===== config.mk =====
export PLATFORM = sky130hd
export DESIGN_NAME = imu_frame_parser_with_checksum
export DESIGN_NICKNAME = d
export VERILOG_FILES = /design/src/rtl/ifp_pkg.sv /design/src/rtl/imu_frame_parser_with_checksum.sv
export SDC_FILE = /design/constraint.sdc
export NUM_CORES = 1
export LEC_CHECK = 0
export BUFFER_PORTS_ARGS = -buffer_cell sky130_fd_sc_hd__buf_2
export CAP_MARGIN = 20
export CORE_MARGIN = 4
export CORE_UTILIZATION = 50
export CTS_BUF_LIST = sky130_fd_sc_hd__clkbuf_16
export DETAILED_ROUTE_END_ITERATION = 7
export PLACE_DENSITY = 0.67
export SETUP_SLACK_MARGIN = 0.05
export SYNTH_ARGS = -nofsm -noshare
export SYNTH_HDL_FRONTEND = slang
export SYNTH_SLANG_ARGS = --single-unit

===== constraint.sdc =====
create_clock -name clk -period 6.1 [get_ports clk]
set_input_delay 0.305 -clock clk [delete_from_list [all_inputs] [get_ports clk]]
set_output_delay 0.305 -clock clk [all_outputs]
set_load 0.02 [all_outputs]

===== src/rtl/ifp_pkg.sv =====
// Shared constants, widths and the acceleration scaling function for the IMU frame parser.
package ifp_pkg;

	localparam int BYTE_W  = 8;
	localparam int POS_W   = 5;
	localparam int RAW_W   = 16;
	localparam int ACCEL_W = 20;
	localparam int SCALE_W = 15;
	localparam int PROD_W  = RAW_W + SCALE_W;
	localparam int FRAC_W  = 10;
	localparam int AXES    = 3;

	localparam logic [BYTE_W-1:0] HDR_BYTE  = 8'hAA;
	localparam logic [POS_W-1:0]  ACC_FIRST = 5'd7;
	localparam logic [POS_W-1:0]  ACC_LAST  = 5'd12;

	// 10283/1024 approximates 9.80665 * 1024 / 1000
	localparam logic signed [SCALE_W-1:0] SCALE_NUM = 15'sd10283;

	// floor(-32768 * 10283 / 1024) and floor(32767 * 10283 / 1024)
	localparam int ACCEL_MIN = -329056;
	localparam int ACCEL_MAX = 329045;

	typedef logic [RAW_W-1:0]          raw_t;
	typedef logic signed [ACCEL_W-1:0] accel_t;

	// floor(raw * 10283 / 1024): arithmetic shift of the product rounds toward minus infinity
	function automatic accel_t scale_accel(input raw_t raw);
		logic signed [PROD_W-1:0] prod;
		prod = PROD_W'($signed(raw) * SCALE_NUM);
		return prod[FRAC_W+ACCEL_W-1:FRAC_W];
	endfunction

endpackage


===== src/rtl/imu_frame_parser_with_checksum.sv =====
// Top level of the IMU serial frame parser with mod-256 checksum and acceleration scaling.
//
//  channel | handshake          | payload
//  --------+--------------------+------------------------------------------------------
//  rx      | rx_valid/rx_ready  | rx_byte
//  res     | res_valid/res_ready| frame_status, sum_received, sum_computed, accel_x/y/z
//
// One byte per cycle sustained: a received byte is registered in the input register,
// where the parser state advances, and a finished frame lands in the result register.
// A result is registered as its checksum byte leaves the input register, 19 or more
// bytes per frame. While a result waits, bytes that complete no frame keep flowing; only a
// checksum byte stalls in the input register until the result register frees up.
// arst_n clears the handshake flags and the parser back to hunting for a header.
module imu_frame_parser_with_checksum
	import ifp_pkg::*;
(
	input  logic                      clk,
	input  logic                      arst_n,
	input  logic                      rx_valid,
	output logic                      rx_ready,
	input  logic [BYTE_W-1:0]         rx_byte,
	output logic                      res_valid,
	input  logic                      res_ready,
	output logic                      frame_status,
	output logic [BYTE_W-1:0]         sum_received,
	output logic [BYTE_W-1:0]         sum_computed,
	output logic signed [ACCEL_W-1:0] accel_x,
	output logic signed [ACCEL_W-1:0] accel_y,
	output logic signed [ACCEL_W-1:0] accel_z
);

	typedef enum logic [1:0] {
		PH_HUNT1,
		PH_HUNT2,
		PH_BODY
	} phase_t;

	// input register
	logic              valid_s1;
	logic [BYTE_W-1:0] byte_s1;

	// parser state
	phase_t            phase_q;
	logic [POS_W-1:0]  pos_q;
	logic [BYTE_W-1:0] sum_q;
	logic [BYTE_W-1:0] held_q;
	raw_t              raw_q [AXES];

	// result register
	logic              res_valid_q;
	logic              status_q;
	logic [BYTE_W-1:0] sum_rx_q;
	logic [BYTE_W-1:0] sum_calc_q;
	accel_t            accel_q [AXES];

	logic             out_free;
	logic             frame_end;
	logic             s1_fire;
	logic             in_accel;
	logic [POS_W-1:0] rel;

	// a checksum byte arrives in the body once all sixteen payload bytes are in
	assign frame_end = (phase_q == PH_BODY) && pos_q[POS_W-1];
	assign out_free  = !res_valid_q || res_ready;
	// hold the input register only when it carries a checksum byte and the result is stuck
	assign s1_fire   = valid_s1 && (!frame_end || out_free);
	assign rx_ready  = !valid_s1 || s1_fire;

	assign rel      = pos_q - ACC_FIRST;
	assign in_accel = (pos_q >= ACC_FIRST) && (pos_q <= ACC_LAST);

	always_ff @(posedge clk or negedge arst_n) begin
		if (!arst_n) begin
			valid_s1    <= 1'b0;
			phase_q     <= PH_HUNT1;
			pos_q       <= '0;
			sum_q       <= '0;
			res_valid_q <= 1'b0;
		end else begin
			if (rx_ready) begin
				valid_s1 <= rx_valid;
				if (rx_valid) begin
					byte_s1 <= rx_byte;
				end
			end

			// drop the result once taken, unless a new frame lands in the same cycle
			if (res_ready && !(s1_fire && frame_end)) begin
				res_valid_q <= 1'b0;
			end

			if (s1_fire) begin
				case (phase_q)
					PH_HUNT1: begin
						phase_q <= (byte_s1 == HDR_BYTE) ? PH_HUNT2 : PH_HUNT1;
					end
					PH_HUNT2: begin
						if (byte_s1 == HDR_BYTE) begin
							phase_q <= PH_BODY;
							pos_q   <= '0;
							sum_q   <= '0;
						end else begin
							phase_q <= PH_HUNT1;
						end
					end
					PH_BODY: begin
						if (frame_end) begin
							res_valid_q <= 1'b1;
							status_q    <= (byte_s1 != sum_q);
							sum_rx_q    <= byte_s1;
							sum_calc_q  <= sum_q;
							for (int i = 0; i < AXES; i++) begin
								accel_q[i] <= scale_accel(raw_q[i]);
							end
							phase_q <= PH_HUNT1;
							pos_q   <= '0;
							sum_q   <= '0;
						end else begin
							sum_q <= sum_q + byte_s1;
							pos_q <= pos_q + POS_W'(1);
							// low byte first, then the high byte completes the axis
							if (in_accel) begin
								if (!rel[0]) begin
									held_q <= byte_s1;
								end else begin
									raw_q[rel[2:1]] <= {byte_s1, held_q};
								end
							end
						end
					end
					default: begin
						// unused phase code hunts for the first header byte
						phase_q <= (byte_s1 == HDR_BYTE) ? PH_HUNT2 : PH_HUNT1;
					end
				endcase
			end
		end
	end

	assign res_valid    = res_valid_q;
	assign frame_status = status_q;
	assign sum_received = sum_rx_q;
	assign sum_computed = sum_calc_q;
	assign accel_x      = accel_q[0];
	assign accel_y      = accel_q[1];
	assign accel_z      = accel_q[2];

endmodule


==> results.py, run 1 <==
metrics = {
    "routing": {
        "drt-initial-drc-count": 484,
        "routed_wl_um": 30500,
        "wl_per_cell_um": 14.8,
        "antenna_left": 0,
        "drt_pre_antenna_iters": 5,
        "vias_after_detailed_routing": 10217,
        "vias_per_cell": 4.95,
        "drcViolationCount": 0,
    },
    "clocking": {
        "cts_tree": "done",
        "worstSkewPairLatency_ns": 0.45,
        "clock-root-buffer": "sky130_fd_sc_hd__clkbuf_16",
        "clock-sinks": 158,
        "cts_htree_levels": 4,
        "cts_buffer_depth": 2,
        "cts_buffers": 17,
        "cts.clk_slew.worst_paths_ns": 0.08,
        "postCtsResizedCells": 0,
    },
    "setup_path": {
        "cp-start-kind": "register",
        "critical_path.endpoint_type": "register",
        "crit_required_ns": 6.30,
        "setup_cp_type": "register to register",
        "ff2ff_path_depth": 20,
        "worst-path-max-fanout": 6,
        "critPathArrivalTime_ns": 5.80,
    },
    "yosys": {
        "syn_inst": 1489,
        "mappedNetlistNets": 2011,
        "synth-async-reset-ratio": 0.108,
        "synth-warning-count": 0,
        "synth.ff_latch_count": 158,
        "synthDominantAreaCellType": "sky130_fd_sc_hd__edfxtp_1",
        "synthFlopType": "sky130_fd_sc_hd__edfxtp_1",
        "synth_seq_area_share": 0.283,
        "synthesized_area_um2": 16400,
        "postSynthAreaPerCell_um2": 11.0,
        "synthDistinctLibCells": 63,
        "yosys.area.top_type_share": 0.258,
        "netlist_top_cells_area": "sky130_fd_sc_hd__edfxtp_1 26%, sky130_fd_sc_hd__ha_1 26%, sky130_fd_sc_hd__fa_1 21%",
        "number_of_synthesized_flops_with_an_enable_pin": 141,
    },
    "global_routing": {
        "grt_antenna_before_repair": 1,
        "grt-ovfl-total": 0,
        "largest_net_degree_at_the_start_of_global_routing": 61,
        "gr-usage-all-layers": 0.181,
        "vias_in_the_first_global_route": 10738,
        "grt_first_pass_wirelength_um": 52400,
    },
    "sta": {
        "final.min_clock_period_ns": 5.60,
        "maxSlewHeadroom": 0.416,
        "setup_total_negative_slack_ns": 0,
        "skew_ns": 0.0132,
        "slew_viol_final": 0,
        "post-route-period-util": 0.919,
        "unrepaired_setup_endpoints_after_global_routing": "no",
        "finalSetupViolations": 0,
        "fmaxAchievable_mhz": 178,
        "worst_slew_pin_slew_ns": 0.876,
        "hold_violations": 0,
    },
    "job": {
        "cap_viol_max_count": 0,
    },
    "status": {
        "run_status": "finished clean",
    },
    "power": {
        "static-leakage-power_nw": 9.30,
        "power.ir.vdd_worst_uv": 185,
        "pwr_density_cell_nw_per_um2": 130,
    },
    "die": {
        "design.die.area_um2": 35800,
        "die_h_um": 189,
        "core-area_um2": 32500,
        "rows": 66,
        "io_pins": 91,
        "die-width_um": 189,
        "initial_core_util": 0.507,
    },
    "cells_and_area": {
        "ratio_of_cells_with_drive_above_1_in_the_final_layout": 0.0962,
        "design.final.nets": 2130,
        "final_core_utilization": 0.560,
        "syn2layout_area_growth_pct": 10.6,
        "antennaDiodeCount": 0,
    },
    "place": {
        "post-dp-hpwl_um": 25000,
        "count_of_port_buffers_added_during_placement": 90,
        "global_placement_routability_congestion": 0.886,
    },
    "worst_hold_path": {
        "hold_class": "primary input to register",
        "hold_depth": 1,
    },
}
through the flow:
| step | hold slack [ns] | power, W | cell area, µm² | setup slack [ns] | std cells |
|---|---|---|---|---|---|
| detailed placement | 0.276 | 0.00125 | 17500 | 0.511 | 2029 |
| global placement | 0.278 | 0.00125 | 17500 | 0.601 | 2028 |
| finish | 0.0277 | 0.00236 | 18200 | 0.496 | 2063 |
| global route | 0.0170 | 0.00244 | 18200 | 0.204 | 2063 |
| CTS | 0.00475 | 0.00239 | 18200 | 0.475 | 2062 |
| floorplan | 0.00941 | 0.00123 | 16400 | 0.622 | 1489 |
cell usage in the layout, fill, tap and decap left out, types with 3 or more instances in the layout:
cell	n
sky130_fd_sc_hd__nor3_1	12
sky130_fd_sc_hd__xnor2_1	46
sky130_fd_sc_hd__o21ai_0	28
sky130_fd_sc_hd__o21ai_1	4
sky130_fd_sc_hd__edfxtp_1	141
sky130_fd_sc_hd__xor2_1	23
sky130_fd_sc_hd__nand4_1	11
sky130_fd_sc_hd__nor2_1	38
sky130_fd_sc_hd__fa_1	173
sky130_fd_sc_hd__clkinv_8	4
sky130_fd_sc_hd__dfrtp_1	17
sky130_fd_sc_hd__ha_1	337
sky130_fd_sc_hd__o21bai_1	5
sky130_fd_sc_hd__a21o_1	24
sky130_fd_sc_hd__clkinvlp_4	3
sky130_fd_sc_hd__o31ai_1	4
sky130_fd_sc_hd__o21a_1	6
sky130_fd_sc_hd__clkbuf_16	17
sky130_fd_sc_hd__nor2b_1	8
sky130_fd_sc_hd__or3_1	3
sky130_fd_sc_hd__a21oi_1	45
sky130_fd_sc_hd__nand2_1	36
sky130_fd_sc_hd__and3_1	6
sky130_fd_sc_hd__buf_4	9
sky130_fd_sc_hd__buf_2	90
sky130_fd_sc_hd__a211oi_1	3
sky130_fd_sc_hd__inv_1	440
sky130_fd_sc_hd__nand3_1	14
sky130_fd_sc_hd__nor4_1	4
sky130_fd_sc_hd__inv_8	5
sky130_fd_sc_hd__nand2b_1	8
layer usage:
| metal | track usage | vias to the layer above | part of all wire |
|---|---|---|---|
| li1 | - | 5074 | - |
| met1 | 0.255 | 4964 | 0.49 |
| met2 | 0.295 | 138 | 0.47 |
| met3 | 0.0225 | 41 | 0.025 |
| met4 | 0.0540 | 0 | 0.021 |
| met5 | 0 | - | 0 |
kinds of logic (layout without fill, tap and decap cells):
group | Yosys count | in the layout | synth area share
xor+xnor | 69 | 69 | 0.0368
flops | 158 | 158 | 0.283
simple gates | 155 | 155 | 0.0474
buf+inv | 442 | 574 | 0.101
fa+ha+maj | 510 | 510 | 0.467
mux | 4 | 4 | 0.00259
compound gates | 151 | 151 | 0.0619
path summary, 6_finish.rpt:
| path | startpoint | endpoint | slack, ns |
|---|---|---|---|
| setup / recovery | raw_q[2][14] | accel_q[0][57] | 0.50 |
| hold / removal | rx_byte[0] | byte_s1[0] | 0.03 |
| setup reg to reg | raw_q[2][14] | accel_q[0][57] | 0.50 |
| hold reg to reg | sum_q[6] | sum_computed[6] | 0.49 |
| max in group asynchronous | arst_n | phase_q[0] | 5.44 |
| min in group asynchronous | arst_n | sum_q[4] | 0.33 |
flip-flops by register name, indices dropped and copies added (netlist names):
name,cells
byte_s1,8
frame_status,1
res_valid,1
raw_q,48
sum_q,8
accel_q,60
phase_q,2
sum_computed,8
pos_q,5
held_q,8
valid_s1,1
sum_received,8
worst max-delay path, cell delays in order, from the launching register on:
cell                       delay, ns
sky130_fd_sc_hd__edfxtp_1       0.47
sky130_fd_sc_hd__ha_1           0.35
sky130_fd_sc_hd__inv_1          0.06
sky130_fd_sc_hd__fa_1           0.53
sky130_fd_sc_hd__inv_1          0.05
sky130_fd_sc_hd__ha_1           0.30
sky130_fd_sc_hd__fa_1           0.50
sky130_fd_sc_hd__fa_1           0.49
sky130_fd_sc_hd__inv_1          0.05
sky130_fd_sc_hd__fa_1           0.47
sky130_fd_sc_hd__inv_1          0.04
sky130_fd_sc_hd__ha_1           0.35
sky130_fd_sc_hd__a21o_1         0.20
sky130_fd_sc_hd__a21o_1         0.18
sky130_fd_sc_hd__a21o_1         0.18
sky130_fd_sc_hd__o21a_1         0.23
sky130_fd_sc_hd__nand4_1        0.10
sky130_fd_sc_hd__o21ai_1        0.15
sky130_fd_sc_hd__o41a_1         0.39
sky130_fd_sc_hd__a21oi_1        0.20
sky130_fd_sc_hd__xnor2_1        0.08
layout make-up:
cell class,count,area [µm²]
repair buffers,102,567
inverters,440,1650
clock buffers,17,425
multi-input cells,889,10100
fillers,2773,14300
well taps,442,553
flip-flops and latches,158,4660
clock inverters,15,191
cell usage after synthesis (2+ instances only):
| cell type | count |
|---|---|
| sky130_fd_sc_hd__inv_1 | 440 |
| sky130_fd_sc_hd__ha_1 | 337 |
| sky130_fd_sc_hd__fa_1 | 173 |
| sky130_fd_sc_hd__edfxtp_1 | 141 |
| sky130_fd_sc_hd__xnor2_1 | 46 |
| sky130_fd_sc_hd__a21oi_1 | 45 |
| sky130_fd_sc_hd__nor2_1 | 39 |
| sky130_fd_sc_hd__nand2_1 | 36 |
| sky130_fd_sc_hd__o21ai_0 | 28 |
| sky130_fd_sc_hd__a21o_1 | 24 |
| sky130_fd_sc_hd__xor2_1 | 23 |
| sky130_fd_sc_hd__dfrtp_1 | 17 |
| sky130_fd_sc_hd__nand3_1 | 14 |
| sky130_fd_sc_hd__nor3_1 | 12 |
| sky130_fd_sc_hd__nand4_1 | 11 |
| sky130_fd_sc_hd__nand2b_1 | 8 |
| sky130_fd_sc_hd__nor2b_1 | 8 |
| sky130_fd_sc_hd__and3_1 | 6 |
| sky130_fd_sc_hd__o21a_1 | 6 |
| sky130_fd_sc_hd__o21bai_1 | 5 |
| sky130_fd_sc_hd__nor4_1 | 4 |
| sky130_fd_sc_hd__o21ai_1 | 4 |
| sky130_fd_sc_hd__o31ai_1 | 4 |
| sky130_fd_sc_hd__a211oi_1 | 3 |
| sky130_fd_sc_hd__or3_1 | 3 |
| sky130_fd_sc_hd__a2111oi_2 | 2 |
| sky130_fd_sc_hd__a211oi_2 | 2 |
| sky130_fd_sc_hd__a22o_1 | 2 |
| sky130_fd_sc_hd__a31oi_1 | 2 |
| sky130_fd_sc_hd__and2b_2 | 2 |
| sky130_fd_sc_hd__and3_2 | 2 |
| sky130_fd_sc_hd__and4_1 | 2 |
| sky130_fd_sc_hd__clkbuf_1 | 2 |
| sky130_fd_sc_hd__mux2_2 | 2 |
| sky130_fd_sc_hd__mux2i_1 | 2 |
| sky130_fd_sc_hd__nand4bb_1 | 2 |
| sky130_fd_sc_hd__o211ai_1 | 2 |
| sky130_fd_sc_hd__o21ai_2 | 2 |
| sky130_fd_sc_hd__o31a_1 | 2 |
power by group:
group,leakage [nW],switching [W],internal [W]
logic,7.51,0.0000189,0.0000159
clock network,0.291,0.000542,0.000592
registers,1.50,0.0000180,0.00118
total,9.30,0.000579,0.00178
timing repair:
| item | CTS | global route |
|---|---|---|
| setup buffers | 0 | 0 |
| hold buffers | 1 | 0 |
| hold endpoints to repair | 17 | 0 |
(Power assumes the default switching activity.)
==> inputs of run 2 (changes only) <==
GPL_TIMING_DRIVEN = 0   (was not set)
==> run 2 against run 1 <==
Net effect:
- critical path depth down 1
- sequential cell count unchanged
- clock-buffer cell count unchanged
- global-route usage down 0.26 points
- via count up 0.20%
- combinational power up 1%
- sequential power about the same
- sequential share of layout area down 0.16 points
- non-clock buffer count up 8
- routed wire length down 1.2%
- hold slack better by 0.0071 ns
- critical endpoint unchanged
- largest power group unchanged
==> results.py, run 2 (synthesized netlist as in run 1, its figures left out) <==
metrics = {
    "status": {
        "run_status": "finished clean",
    },
    "clocking": {
        "cts_buffers": 17,
        "cts_htree_levels": 4,
        "cts_buffer_depth": 2,
        "clock-sinks": 158,
        "cts_tree": "done",
        "worstSkewPairLatency_ns": 0.45,
        "cts.clk_slew.worst_paths_ns": 0.07,
        "clock-root-buffer": "sky130_fd_sc_hd__clkbuf_16",
    },
    "routing": {
        "vias_per_cell": 4.94,
        "drcViolationCount": 0,
        "drt-initial-drc-count": 328,
        "routed_wl_um": 30100,
        "wl_per_cell_um": 14.5,
        "drt_pre_antenna_iters": 5,
        "antenna_left": 0,
        "vias_after_detailed_routing": 10237,
    },
    "setup_path": {
        "regToRegSetupSlack_ns": 0.34,
        "critical_path.endpoint_type": "register",
        "timing.critical_path.cells": "ha_1 -> inv_1 -> fa_1 -> inv_1 -> ha_1 -> fa_1 -> fa_1 -> inv_1 -> fa_1 -> inv_1 -> ha_1 -> a21o_1 -> a21o_1 -> a21oi_1 -> and4_1 -> o21ai_1 -> o41a_1 -> a21oi_1 -> xnor2_1",
        "setup_cp_type": "register to register",
        "worst-path-max-fanout": 6,
        "crit_buf_inv": 4,
        "cp_slowest_stage_delay_ns": 0.54,
        "critPathArrivalTime_ns": 5.96,
        "crit_slowest_cell": "sky130_fd_sc_hd__fa_1",
        "cp-start-kind": "register",
        "crit_required_ns": 6.30,
        "critical-path-top-delay-family": "adder cells",
    },
    "power": {
        "p_total_w": 0.00236,
        "static-leakage-power_nw": 9.35,
        "power.ir.vdd_worst_uv": 223,
        "pwr_density_cell_nw_per_um2": 129,
    },
    "place": {
        "global_placement_routability_congestion": 0.876,
        "place_ws_ns": 0.107,
        "post-dp-hpwl_um": 24500,
        "count_of_port_buffers_added_during_placement": 90,
    },
    "cells_and_area": {
        "ratio_of_cells_with_drive_above_1_in_the_final_layout": 0.0994,
        "layout_commonest_cell": "sky130_fd_sc_hd__inv_1",
        "final.fill_count": 2735,
        "design.final.nets": 2138,
        "register_containing_the_most_flip_flops_in_the_final_layout": "accel_q",
        "largest_register_ffs": 60,
        "layout_common_cells": "440 x sky130_fd_sc_hd__inv_1, 337 x sky130_fd_sc_hd__ha_1, 173 x sky130_fd_sc_hd__fa_1, 141 x sky130_fd_sc_hd__edfxtp_1, 90 x sky130_fd_sc_hd__buf_2",
        "total_area_of_sequential_cells_um2": 4660,
        "antennaDiodeCount": 0,
        "syn2layout_area_growth_pct": 11.3,
        "multi_input_comb_area_um2": 10100,
    },
    "sta": {
        "finalSetupViolations": 0,
        "setup_total_negative_slack_ns": 0,
        "worst_slew_pin_slew_ns": 0.937,
        "hold_violations": 0,
        "post-route-period-util": 0.944,
        "unrepaired_setup_endpoints_after_global_routing": "yes",
        "skew_ns": 0.0148,
        "maxSlewHeadroom": 0.375,
        "fmaxAchievable_mhz": 174,
        "final.min_clock_period_ns": 5.76,
        "worst_hold_slack_ns": 0.0348,
        "slew_viol_final": 0,
        "timing.final.ws_setup_ns": 0.339,
    },
    "die": {
        "initial_core_util": 0.507,
        "rows": 66,
        "die_h_um": 189,
        "io_pins": 91,
        "design.die.area_um2": 35800,
        "core-area_um2": 32500,
        "die-width_um": 189,
    },
    "global_routing": {
        "largest_net_degree_at_the_start_of_global_routing": 35,
        "grt-ovfl-total": 0,
        "gr-usage-all-layers": 0.178,
        "grt_antenna_before_repair": 0,
        "grt_first_pass_wirelength_um": 51700,
        "vias_in_the_first_global_route": 10710,
    },
    "worst_hold_path": {
        "hold_class": "primary input to register",
    },
    "job": {
        "cap_viol_max_count": 0,
    },
}
## run 2: metrics by stage
step / instances / cell area (µm²) / util
2_1_floorplan: 1489 / 16400 / -
3_3_place_gp: 2021 / 17400 / 0.538
3_5_place_dp: 2028 / 17500 / 0.541
4_1_cts: 2061 / 18200 / 0.560
5_1_grt: 2071 / 18300 / 0.564
6_report: 2071 / 18300 / 0.564
## run 2: final timing paths
kind | startpoint | end | cells past startpoint
setup / recovery | raw_q[2][14] | accel_q[0][57] | 19
hold / removal | rx_byte[5] | byte_s1[5] | 1
setup reg to reg | raw_q[2][14] | accel_q[0][57] | 19
hold reg to reg | sum_q[3] | sum_computed[3] | 0
max in group asynchronous | arst_n | phase_q[1] | 2
min in group asynchronous | arst_n | sum_q[3] | 2
## run 2: power by group
part           internal, W  switching, W   total, W
Combinational    0.0000160     0.0000194  0.0000353
Sequential         0.00118     0.0000174    0.00119
Clock             0.000592      0.000540    0.00113
## run 2: timing repair
item / CTS / global route
resized for setup: 0 / 0
setup endpoints to repair: 0 / 9
hold buffers: 1 / 0
hold endpoints to repair: 17 / 0
setup buffers: 0 / 8
## run 2: final cells by class
| cell class | instances | area share |
|---|---|---|
| clock buffers | 17 | 0.0232 |
| flip-flops and latches | 158 | 0.255 |
| repair buffers | 108 | 0.0364 |
| well taps | 442 | 0.0302 |
| inverters | 440 | 0.0903 |
| multi-input cells | 889 | 0.554 |
| clock inverters | 15 | 0.0108 |
| plain buffers | 2 | 0.000410 |
## run 2: layer usage
metal | global-route usage | part of all wire
met1 | 0.248 | 0.48
met3 | 0.0267 | 0.034
met5 | 0 | 0
met4 | 0.0420 | 0.013
met2 | 0.296 | 0.48
==> inputs of run 3 (changes only) <==
PLACE_DENSITY = 0.69   (was 0.67)
==> run 3 against run 2 <==
Net effect:
- power down 1.3%
- clock power about the same
- combinational power about the same
- critical path depth unchanged
- register-to-register slack about the same
- final area about the same
- sequential share of layout area about the same
- critical path type unchanged
- largest cell class unchanged
==> results.py, run 3 (synthesized netlist as in run 1, its figures left out) <==
metrics = {
    "die": {
        "initial_core_util": 0.507,
        "design.die.area_um2": 35800,
        "core-area_um2": 32500,
        "io_pins": 91,
        "die_h_um": 189,
        "rows": 66,
        "die-width_um": 189,
    },
    "global_routing": {
        "largest_net_degree_at_the_start_of_global_routing": 36,
        "grt-ovfl-total": 0,
        "vias_in_the_first_global_route": 10804,
        "grt_antenna_before_repair": 0,
        "met1_grt_util": 0.248,
        "gr-max-usage-layer": "met2",
        "gr-usage-all-layers": 0.179,
        "use_met3": 0.0249,
        "grt_first_pass_wirelength_um": 51900,
        "use_met2": 0.296,
    },
    "power": {
        "power_frac_comb": 0.015,
        "power.ir.vdd_worst_uv": 197,
        "fraction_of_power_consumed_by_sequential_logic": 0.512,
        "p_total_w": 0.00233,
        "switchingPower_w": 0.000546,
        "power.share.switching": 0.234,
        "cell_internal_pwr_w": 0.00179,
        "static-leakage-power_nw": 9.36,
        "pwr-share-clk": 0.473,
        "pwr_density_cell_nw_per_um2": 128,
    },
    "clocking": {
        "cts_buffer_depth": 2,
        "cts.clk_slew.worst_paths_ns": 0.08,
        "worstSkewPairLatency_ns": 0.45,
        "cts_htree_levels": 4,
        "cts_tree": "done",
        "clock-root-buffer": "sky130_fd_sc_hd__clkbuf_16",
        "cts_buffers": 17,
        "clock-sinks": 158,
    },
    "sta": {
        "maxSlewHeadroom": 0.375,
        "final.min_clock_period_ns": 5.75,
        "skew_ns": 0.0124,
        "unrepaired_setup_endpoints_after_global_routing": "no",
        "worst_slew_pin_slew_ns": 0.936,
        "slew_viol_final": 0,
        "hold_violations": 0,
        "setup_total_negative_slack_ns": 0,
        "post-route-period-util": 0.942,
        "timing.final.ws_setup_ns": 0.351,
        "fmaxAchievable_mhz": 174,
        "finalSetupViolations": 0,
    },
    "routing": {
        "drt-initial-drc-count": 408,
        "antenna_left": 0,
        "vias_after_detailed_routing": 10232,
        "vias_per_cell": 4.94,
        "routed_wl_um": 30000,
        "wl_per_cell_um": 14.5,
        "drt_pre_antenna_iters": 5,
        "drcViolationCount": 0,
    },
    "job": {
        "cap_viol_max_count": 0,
    },
    "cells_and_area": {
        "design.final.nets": 2138,
        "layout_commonest_cell": "sky130_fd_sc_hd__inv_1",
        "register_containing_the_most_flip_flops_in_the_final_layout": "accel_q",
        "layout_common_cells": "440 x sky130_fd_sc_hd__inv_1, 337 x sky130_fd_sc_hd__ha_1, 173 x sky130_fd_sc_hd__fa_1, 141 x sky130_fd_sc_hd__edfxtp_1, 90 x sky130_fd_sc_hd__buf_2",
        "ratio_of_cells_with_drive_above_1_in_the_final_layout": 0.0994,
        "largest_register_ffs": 60,
        "final_core_utilization": 0.563,
        "antennaDiodeCount": 0,
        "syn2layout_area_growth_pct": 11.2,
    },
    "place": {
        "place_ws_ns": 0.132,
        "count_of_port_buffers_added_during_placement": 90,
        "global_placement_routability_congestion": 0.898,
        "post-dp-hpwl_um": 24800,
    },
    "setup_path": {
        "setup_cp_type": "register to register",
        "regToRegSetupSlack_ns": 0.35,
        "crit_required_ns": 6.29,
        "critical_path.endpoint_type": "register",
        "critPathArrivalTime_ns": 5.94,
        "worst-path-max-fanout": 6,
        "cp-start-kind": "register",
    },
    "worst_hold_path": {
        "hold_class": "primary input to register",
    },
    "status": {
        "run_status": "finished clean",
    },
}
## run 3: cell count changes in the layout (fill, tap and decap cells not counted), sizes merged
cell and delta:
bufinv -1, clkinv -4, clkdlybuf4s18 -1, clkdlybuf4s15 +1
clkinvlp -1, clkbuf +2, inv +4
## run 3: layout make-up
type	count	area, µm²
repair buffers	108	668
inverters	440	1650
plain buffers	2	7.51
fillers	2750	14200
flip-flops and latches	158	4660
well taps	442	553
clock buffers	19	475
clock inverters	13	131
multi-input cells	889	10100
## run 3: metal layers
layer  up-vias  share of wire  wire length (µm)
met1      4945           0.47             14100
met3        48          0.028               838
met5         -              0                 0
met2       150           0.48             14300
met4         0          0.025               741
li1       5089              -                 -
## run 3: timing repair
action / in CTS / in global routing
buffers inserted: 0 / 8
hold buffers: 1 / 0
endpoints found under the hold margin: 17 / 0
gates resized for setup: 0 / 0
setup endpoints to repair: 0 / 8
## run 3: final timing paths
kind	start	to	cells after the start
max	raw_q[2][14]	accel_q[0][57]	19
min reg2reg	sum_q[6]	sum_computed[6]	0
min	rx_byte[4]	byte_s1[4]	1
min in group asynchronous	arst_n	sum_q[5]	2
max reg2reg	raw_q[2][14]	accel_q[0][57]	19
max in group asynchronous	arst_n	phase_q[1]	2
## run 3: critical path: stages (launching register included)
cell and delay (ns):
sky130_fd_sc_hd__edfxtp_1 0.51, sky130_fd_sc_hd__ha_1 0.37, sky130_fd_sc_hd__inv_1 0.07, sky130_fd_sc_hd__fa_1 0.54
sky130_fd_sc_hd__inv_1 0.04, sky130_fd_sc_hd__ha_1 0.29, sky130_fd_sc_hd__fa_1 0.50, sky130_fd_sc_hd__fa_1 0.49
sky130_fd_sc_hd__inv_1 0.05, sky130_fd_sc_hd__fa_1 0.47, sky130_fd_sc_hd__inv_1 0.04, sky130_fd_sc_hd__ha_1 0.35
sky130_fd_sc_hd__a21o_1 0.20, sky130_fd_sc_hd__a21o_1 0.18, sky130_fd_sc_hd__a21oi_1 0.22, sky130_fd_sc_hd__and4_1 0.33
sky130_fd_sc_hd__o21ai_1 0.19, sky130_fd_sc_hd__o41a_1 0.37, sky130_fd_sc_hd__a21oi_1 0.18, sky130_fd_sc_hd__xnor2_1 0.10
## run 3: stage by stage
step	hold WS (ns)	area, µm²	std cells
floorplan	0.00941	16400	1489
global placement	0.275	17400	2021
detailed placement	0.273	17600	2028
CTS	0.00999	18200	2061
global route	0.0140	18300	2071
finish	0.0340	18300	2071
## run 3: power by group through the flow
| stage | clock [W] | sequential (W) | combinational (W) |
|---|---|---|---|
| after detailed placement | 0 | 0.00122 | 0.0000343 |
| after global routing | 0.00118 | 0.00119 | 0.0000402 |
| after floorplan | 0 | 0.00121 | 0.0000237 |
| after CTS | 0.00113 | 0.00119 | 0.0000352 |
| after global placement | 0 | 0.00122 | 0.0000326 |
| final | 0.00110 | 0.00119 | 0.0000350 |
